==> src/rtl/core/stbs_pkg.sv <==
// shared types and constants for the sort-then-binary-search block
// no dependencies

package stbs_pkg;

	localparam int DEPTH_DEF = 8;
	localparam int ELEM_W    = 32;
	localparam int SLOT_W    = 3;
	localparam int KIND_W    = 2;

	localparam logic [KIND_W-1:0] KIND_LOAD   = 2'd0;
	localparam logic [KIND_W-1:0] KIND_SEARCH = 2'd1;
	localparam logic [KIND_W-1:0] KIND_READ   = 2'd2;

	typedef enum logic [1:0] {
		ST_IDLE,
		ST_SORT,
		ST_SEARCH
	} state_t;

	// control broadcast to every cell
	typedef struct packed {
		logic                     sort_en;
		logic                     phase;
		logic signed [ELEM_W-1:0] wr_data;
	} cell_ctl_t;

	// status of the binary search unit
	typedef struct packed {
		logic              done;
		logic              hit;
		logic [SLOT_W-1:0] pos;
	} probe_st_t;

endpackage

==> src/rtl/core/stbs_cell.sv <==
// one table cell: holds an element, compare-exchanges with a neighbor
// uses stbs_pkg

module stbs_cell #(
	parameter bit PARITY    = 1'b0,
	parameter bit HAS_LEFT  = 1'b0,
	parameter bit HAS_RIGHT = 1'b0
) (
	input  logic                              clk,
	input  logic                              arst_n,
	input  stbs_pkg::cell_ctl_t               ctl,
	input  logic                              wr_en,
	input  logic signed [stbs_pkg::ELEM_W-1:0] left_val,
	input  logic signed [stbs_pkg::ELEM_W-1:0] right_val,
	input  logic signed [stbs_pkg::ELEM_W-1:0] key,
	output logic signed [stbs_pkg::ELEM_W-1:0] val,
	output logic                              key_lt,
	output logic                              key_eq
);
	import stbs_pkg::*;

	logic signed [ELEM_W-1:0] val_q;
	logic                     pair_right;
	logic                     pair_left;
	logic signed [ELEM_W-1:0] val_d;

	assign pair_right = ctl.sort_en && (ctl.phase == PARITY) && HAS_RIGHT;
	assign pair_left  = ctl.sort_en && (ctl.phase != PARITY) && HAS_LEFT;

	always_comb begin
		val_d = val_q;
		if (wr_en) begin
			val_d = ctl.wr_data;
		end else if (pair_right) begin
			// lower cell of the pair keeps the minimum
			if (right_val < val_q) begin
				val_d = right_val;
			end
		end else if (pair_left) begin
			// upper cell of the pair keeps the maximum
			if (left_val > val_q) begin
				val_d = left_val;
			end
		end
	end

	always_ff @(posedge clk or negedge arst_n) begin
		if (!arst_n) begin
			val_q <= '0;
		end else begin
			val_q <= val_d;
		end
	end

	assign val    = val_q;
	assign key_lt = key < val_q;
	assign key_eq = key == val_q;

endmodule

==> src/rtl/core/stbs_probe.sv <==
// binary search unit: one probe of the sorted cell row per cycle while step is high
// uses stbs_pkg; reads key flags from the cell row

module stbs_probe #(
	parameter int DEPTH = stbs_pkg::DEPTH_DEF
) (
	input  logic                  clk,
	input  logic                  arst_n,
	input  logic                  start,
	input  logic                  step,
	input  logic [DEPTH-1:0]      lt_vec,
	input  logic [DEPTH-1:0]      eq_vec,
	output stbs_pkg::probe_st_t   status
);
	import stbs_pkg::*;

	localparam int IW = (DEPTH > 1) ? $clog2(DEPTH) : 1;
	localparam int BW = IW + 2;

	logic signed [BW-1:0] lo_q;
	logic signed [BW-1:0] hi_q;
	logic signed [BW-1:0] sum;
	logic signed [BW-1:0] mid;
	logic                 empty;
	logic                 mid_eq;
	logic                 mid_lt;

	assign sum    = lo_q + hi_q;
	assign mid    = sum >>> 1;
	assign empty  = lo_q > hi_q;
	assign mid_eq = eq_vec[mid[IW-1:0]];
	assign mid_lt = lt_vec[mid[IW-1:0]];

	always_ff @(posedge clk or negedge arst_n) begin
		if (!arst_n) begin
			lo_q <= '0;
			hi_q <= '0;
		end else if (start) begin
			lo_q <= '0;
			hi_q <= BW'(DEPTH - 1);
		end else if (step && !empty && !mid_eq) begin
			if (mid_lt) begin
				hi_q <= mid - BW'(1);
			end else begin
				lo_q <= mid + BW'(1);
			end
		end
	end

	always_comb begin
		status.done = empty || mid_eq;
		status.hit  = !empty && mid_eq;
		status.pos  = status.hit ? mid[SLOT_W-1:0] : '0;
	end

endmodule

==> src/rtl/core/sort_then_binary_search.sv <==
// top level of the sort-then-binary-search block
// uses stbs_pkg, stbs_cell, stbs_probe
//
// usage
//   input channel (in_valid / in_stall) carries kind, slot, operand.
//   a load request writes operand into cell slot and gives no result;
//   slots at or beyond DEPTH and kind 3 are dropped silently.
//   a read request returns the element at slot on read_data (0 when
//   slot is beyond the table) in the cycle after acceptance.
//   a search request sorts the table ascending in place, then runs a
//   binary search for operand; hit and where_found come back with
//   read_data at 0.
//   a search runs DEPTH passes of odd-even transposition in the
//   cell row, then one probe a cycle (at most clog2(DEPTH)+1 probes),
//   then the result goes into the output register.
//   only one request is in flight while a sort or search runs: the
//   input channel stalls until the block is idle again.
//   output channel (out_valid / out_stall) is a single output register.
//   while a result is stalled, loads and searches are still taken; a
//   read waits, and a finished search holds its answer until the
//   register frees up.
//   reset clears every cell to zero and empties the output register.

module sort_then_binary_search #(
	parameter int DEPTH = stbs_pkg::DEPTH_DEF
) (
	input  logic                               clk,
	input  logic                               arst_n,
	input  logic                               in_valid,
	output logic                               in_stall,
	input  logic [stbs_pkg::KIND_W-1:0]        kind,
	input  logic [stbs_pkg::SLOT_W-1:0]        slot,
	input  logic signed [stbs_pkg::ELEM_W-1:0] operand,
	output logic                               out_valid,
	input  logic                               out_stall,
	output logic                               hit,
	output logic [stbs_pkg::SLOT_W-1:0]        where_found,
	output logic signed [stbs_pkg::ELEM_W-1:0] read_data
);
	import stbs_pkg::*;

	localparam int CW = $clog2(DEPTH + 1);

	state_t state_q;
	state_t state_d;

	logic [CW-1:0]            cnt_q;
	logic signed [ELEM_W-1:0] key_q;

	logic                     out_valid_q;
	logic                     hit_q;
	logic [SLOT_W-1:0]        where_q;
	logic signed [ELEM_W-1:0] rdata_q;

	logic                     accept;
	logic                     out_free;
	logic                     slot_ok;
	logic                     sort_last;
	logic                     probe_start;
	logic                     probe_step;
	logic                     res_load;
	logic signed [ELEM_W-1:0] rd_mux;

	cell_ctl_t                ctl;
	probe_st_t                pst;

	logic signed [ELEM_W-1:0] cell_val [DEPTH];
	logic [DEPTH-1:0]         wr_vec;
	logic [DEPTH-1:0]         lt_vec;
	logic [DEPTH-1:0]         eq_vec;

	// handshake; a read needs the output register, a search only at its end
	assign out_free = !out_valid_q || !out_stall;
	assign in_stall = (state_q != ST_IDLE) || (!out_free && (kind == KIND_READ));
	assign accept   = in_valid && !in_stall;
	assign slot_ok  = 32'(slot) < DEPTH;

	assign sort_last = cnt_q == CW'(DEPTH - 1);

	// next state
	always_comb begin
		state_d = state_q;
		case (state_q)
			ST_IDLE: begin
				if (accept && (kind == KIND_SEARCH)) begin
					state_d = ST_SORT;
				end
			end
			ST_SORT: begin
				if (sort_last) begin
					state_d = ST_SEARCH;
				end
			end
			ST_SEARCH: begin
				if (pst.done && out_free) begin
					state_d = ST_IDLE;
				end
			end
			default: state_d = ST_IDLE;
		endcase
	end

	// state outputs
	always_comb begin
		ctl.sort_en = 1'b0;
		ctl.phase   = cnt_q[0];
		ctl.wr_data = operand;
		probe_start = 1'b0;
		probe_step  = 1'b0;
		res_load    = 1'b0;
		case (state_q)
			ST_IDLE: begin
			end
			ST_SORT: begin
				ctl.sort_en = 1'b1;
				probe_start = sort_last;
			end
			ST_SEARCH: begin
				probe_step = 1'b1;
				res_load   = pst.done && out_free;
			end
			default: begin
			end
		endcase
	end

	always_ff @(posedge clk or negedge arst_n) begin
		if (!arst_n) begin
			state_q <= ST_IDLE;
			cnt_q   <= '0;
		end else begin
			state_q <= state_d;
			if (state_q == ST_SORT) begin
				cnt_q <= sort_last ? '0 : cnt_q + CW'(1);
			end else begin
				cnt_q <= '0;
			end
		end
	end

	always_ff @(posedge clk) begin
		if (accept && (kind == KIND_SEARCH)) begin
			key_q <= operand;
		end
	end

	// per-cell write strobes and read selection
	always_comb begin
		rd_mux = '0;
		for (int i = 0; i < DEPTH; i++) begin
			wr_vec[i] = accept && (kind == KIND_LOAD) && slot_ok && (32'(slot) == i);
			if (slot_ok && (32'(slot) == i)) begin
				rd_mux = cell_val[i];
			end
		end
	end

	// the cell row: each cell sees its neighbors (an end cell sees only one)
	for (genvar g = 0; g < DEPTH; g++) begin : g_cell
		logic signed [ELEM_W-1:0] lval;
		logic signed [ELEM_W-1:0] rval;

		if (g > 0) begin : g_l
			assign lval = cell_val[g-1];
		end else begin : g_l0
			assign lval = '0;
		end
		if (g < DEPTH - 1) begin : g_r
			assign rval = cell_val[g+1];
		end else begin : g_r0
			assign rval = '0;
		end

		stbs_cell #(
			.PARITY   (1'(g % 2)),
			.HAS_LEFT (g > 0),
			.HAS_RIGHT(g < DEPTH - 1)
		) u_cell (
			.clk      (clk),
			.arst_n   (arst_n),
			.ctl      (ctl),
			.wr_en    (wr_vec[g]),
			.left_val (lval),
			.right_val(rval),
			.key      (key_q),
			.val      (cell_val[g]),
			.key_lt   (lt_vec[g]),
			.key_eq   (eq_vec[g])
		);
	end

	stbs_probe #(
		.DEPTH(DEPTH)
	) u_probe (
		.clk   (clk),
		.arst_n(arst_n),
		.start (probe_start),
		.step  (probe_step),
		.lt_vec(lt_vec),
		.eq_vec(eq_vec),
		.status(pst)
	);

	// output register
	always_ff @(posedge clk or negedge arst_n) begin
		if (!arst_n) begin
			out_valid_q <= 1'b0;
		end else if (res_load || (accept && (kind == KIND_READ))) begin
			out_valid_q <= 1'b1;
		end else if (!out_stall) begin
			out_valid_q <= 1'b0;
		end
	end

	always_ff @(posedge clk) begin
		if (res_load) begin
			hit_q   <= pst.hit;
			where_q <= pst.pos;
			rdata_q <= '0;
		end else if (accept && (kind == KIND_READ)) begin
			hit_q   <= 1'b0;
			where_q <= '0;
			rdata_q <= rd_mux;
		end
	end

	assign out_valid   = out_valid_q;
	assign hit         = hit_q;
	assign where_found = where_q;
	assign read_data   = rdata_q;

	// table is ascending whenever the search runs
	logic row_sorted;
	always_comb begin
		row_sorted = 1'b1;
		for (int i = 0; i + 1 < DEPTH; i++) begin
			if (cell_val[i] > cell_val[i+1]) begin
				row_sorted = 1'b0;
			end
		end
	end

	a_sorted_in_search: assert property (@(posedge clk) disable iff (!arst_n)
		state_q == ST_SEARCH |-> row_sorted)
		else $error("cell row not sorted during search");

	a_cnt_range: assert property (@(posedge clk) disable iff (!arst_n)
		state_q == ST_SORT |-> 32'(cnt_q) < DEPTH)
		else $error("sort pass count out of range");

	a_key_stable: assert property (@(posedge clk) disable iff (!arst_n)
		state_q == ST_SEARCH && $past(state_q == ST_SEARCH) |-> $stable(key_q))
		else $error("search key changed mid search");

	a_result_source: assert property (@(posedge clk) disable iff (!arst_n)
		$rose(out_valid_q) |->
			$past(state_q == ST_SEARCH) || $past(accept && (kind == KIND_READ)))
		else $error("result appeared without a read or search");

	a_hit_matches: assert property (@(posedge clk) disable iff (!arst_n)
		res_load && pst.hit |-> eq_vec != '0)
		else $error("hit reported with no matching cell");

endmodule
==> config.mk <==
export PLATFORM = sky130hd
export DESIGN_NAME = sort_then_binary_search
export DESIGN_NICKNAME = d
export VERILOG_FILES = /design/src/rtl/core/stbs_pkg.sv /design/src/rtl/core/stbs_cell.sv /design/src/rtl/core/stbs_probe.sv /design/src/rtl/core/sort_then_binary_search.sv
export SDC_FILE = /design/constraint.sdc
export NUM_CORES = 2
export LEC_CHECK = 0
export ABC_AREA = 1
export BUFFER_PORTS_ARGS = -buffer_cell sky130_fd_sc_hd__buf_2
export CORE_ASPECT_RATIO = 0.8
export CORE_MARGIN = 2
export CORE_UTILIZATION = 66
export DETAILED_ROUTE_END_ITERATION = 16
export PLACE_DENSITY = 0.83
export SETUP_SLACK_MARGIN = 0.15
export SLEW_MARGIN = 20
export SYNTH_ARGS = -nofsm -noshare
export SYNTH_HDL_FRONTEND = slang
export SYNTH_HIERARCHICAL = 1
export SYNTH_SLANG_ARGS = --single-unit
==> constraint.sdc <==
create_clock -name clk -period 3.3 [get_ports clk]
set_input_delay 0.495 -clock clk [delete_from_list [all_inputs] [get_ports clk]]
set_output_delay 0.495 -clock clk [all_outputs]
set_load 0.03 [all_outputs]
==> summary.md <==
| Metric | Value |
|---|---|
| Synthesized area per cell | `6.85 µm²` |
| Peak supply drop | `1.00 mV` |
| Overall Global Routing Usage | `46.2%` |
| DIE AREA | `60700 µm²` |
| Share of layout cells above drive strength 1 | `15.5%` |
| Chip Height | `221 µm` |
| Worst-margin pin slew | `0.929 ns` |
| Post-layout util | `74.6%` |
| First DRT Iteration DRCs | `5312` |
| Hpwl dp | `107 mm` |
| Leak | `0.0225 µW` |
| Final max-slew violation count | `0` |
| Starting density of the core | `66.7%` |
| First-pass DRT Iterations | `8` |
| ANT cells | `0` |
| CP peak stage delay | `0.57 ns` |
| Worst-skew pair later-pin latency | `0.60 ns` |
| Final hold violations | `0` |
| Worst EP required | `3.76 ns` |
| Final WS setup | `0.0888 ns` |
| Layout Skew | `0.0286 ns` |
| CP Max Fanout | `5` |
| Pre-CTS setup slack | `-0.0212 ns` |
| Fin crit period | `3.21 ns` |
| Ports | `79` |
| Detail Route Antenna Nets | `0` |
| Crit Path Category | `reg -> reg` |
| CTS H-tree lvls | `2` |
| Run status | `complete, no violations` |
| Most frequent cells in the layout | `nand2_1 (1914), ha_1 (698), inv_1 (515), a21oi_1 (380), nand3_1 (376)` |
| CP Capture Type | `flip-flop` |
| CTS buffer count | `41` |
| Hold crit path type | `in -> reg` |
| Slowest stage cell, crit path | `edfxtp_1` |
| Routed vias | `42.2k` |
| Core ar. | `58100 µm²` |
| TritonCTS clock tree | `done` |
| Final WL | `144 mm` |
| Overflow left after global routing | `0` |
| Wire per inst | `21.6 µm` |
| Row count | `79` |
| Final setup viols | `0` |
| Sink Count | `341` |
| I/O Buffers | `78` |
| Fmax | `311 MHz` |
| Largest net degree at the start of global routing | `88` |
| Initial antenna violation count | `0` |
| Clk pin slew, worst setup/hold paths | `0.06 ns` |
| Crit-path most repeated cell | `nand2_1` |
| Synth warn | `6` |
| Leading cell type in the layout, fill and taps excluded | `nand2_1` |
| Die width | `275 µm` |
| Dpl cell area | `41300 µm²` |
| Critical Path AT | `3.67 ns` |
| Max-cap violations | `0` |
| Routability cong. | `1.02` |
| Root Buffer | `clkbuf_16` |
| Area Growth Syn to Fin | `11.9%` |
| Vias per Instance | `6.31` |
| Pwr Density | `830 nW/µm²` |
| DRC | `0` |
| Clk buf depth | `3` |
| RSZ-0062 raised after global routing | `yes` |
| Cell Chain, Critical Path | `ha_4 -> a21oi_1 -> nor2_1 -> a211oi_2 -> o21ai_1 -> a21boi_1 -> buf_4 -> nand2_1 -> nand2_1 -> nand2_1 -> nand2_1 -> nand2_2 -> inv_1 -> nand2_1 -> nand2_1 -> nand2_1 -> nand2_1 -> nand3_1 -> nand2_2 -> nand4_4 -> nand3_1 -> nand2_1` |
| Syn Inst Count | `5660` |
| Setup crit start kind | `flip-flop` |
| Post-Syn Area | `38800 µm²` |
| Slew Limit Headroom | `38.1%` |
| Design Area, Final | `43400 µm²` |
| Global-route wire length before repair | `217 mm` |
| Vias in the first global route | `38.8k` |
| Syn_nets | `6411` |
| Layout Nets | `6636` |
| Tcrit/Tclk final | `97.3%` |
==> power breakdown <==
group | internal [µW] | switching [µW]
logic | 7150 | 18500
clock network | 2640 | 2030
registers | 4950 | 745
total | 14700 | 21300
==> area by class of cell <==
class	instances	area (µm²)
sequential	341	8570
tap	769	962
timing repair buffer	400	2980
clock buffer	62	1190
fill	4651	14700
clock inverter	13	123
multi-input combinational	4560	27500
inverter	541	2040
==> worst paths after layout <==
| kind | start | to | slack (ns) | cells after the start |
|---|---|---|---|---|
| min reg2reg | read_data[18] | read_data[18] | 0.45 | 2 |
| max | key_q[9] | u_probe/lo_q[2] | 0.09 | 22 |
| max reg2reg | key_q[9] | u_probe/lo_q[2] | 0.09 | 22 |
| max in group asynchronous | arst_n | g_cell[1].u_cell/val[30] | 1.79 | 3 |
| min in group asynchronous | arst_n | g_cell[5].u_cell/val[13] | 0.52 | 2 |
| min | kind[0] | state_q[0] | 0.16 | 3 |
==> flip-flops by register name, indices dropped and copies added, names as in the netlist <==
| name | flops |
|---|---|
| hit | 1 |
| key_q | 32 |
| read_data | 32 |
| state_q | 2 |
| u_probe/hi_q | 5 |
| g_cell.u_cell/val | 256 |
| cnt_q | 4 |
| u_probe/lo_q | 5 |
| out_valid | 1 |
| where_found | 3 |
==> through the flow <==
step / hold slack, ns / TNS, ns / std cells / power, µW
2_1_floorplan: 0.199 / 0 / 5660 / 24000
3_3_place_gp: 0.434 / 0 / 6584 / 26700
5_1_grt: 0.185 / 0 / 6686 / 49600
3_5_place_dp: 0.437 / -0.257 / 6584 / 27200
4_1_cts: 0.148 / 0 / 6665 / 41300
6_report: 0.156 / 0 / 6686 / 36000
==> critical path, delay by kind of cell, from the launching register on <==
kind,cells,cell delay [ns]
and+or+nand+nor,15,1.34
AOI/OAI and AO/OA,4,0.61
DFF,1,0.57
adders and majority gates,1,0.29
buffers and inverters,2,0.23
==> what timing repair did <==
action,4_1_cts,5_1_grt
resized for setup,16,123
buffers inserted,5,20
gates cloned,0,1
endpoints found under the hold margin,26,0
endpoints found under the setup margin,51,148
pin swaps,2,48
hold buffers,1,0
==> layer usage <==
| layer | track usage (%) | routed length, µm |
|---|---|---|
| met4 | 29.2 | 11200 |
| met5 | 0 | 0 |
| met2 | 70.2 | 59700 |
| met3 | 9.46 | 18900 |
| met1 | 60.3 | 54500 |
(Power assumes the default switching activity.)
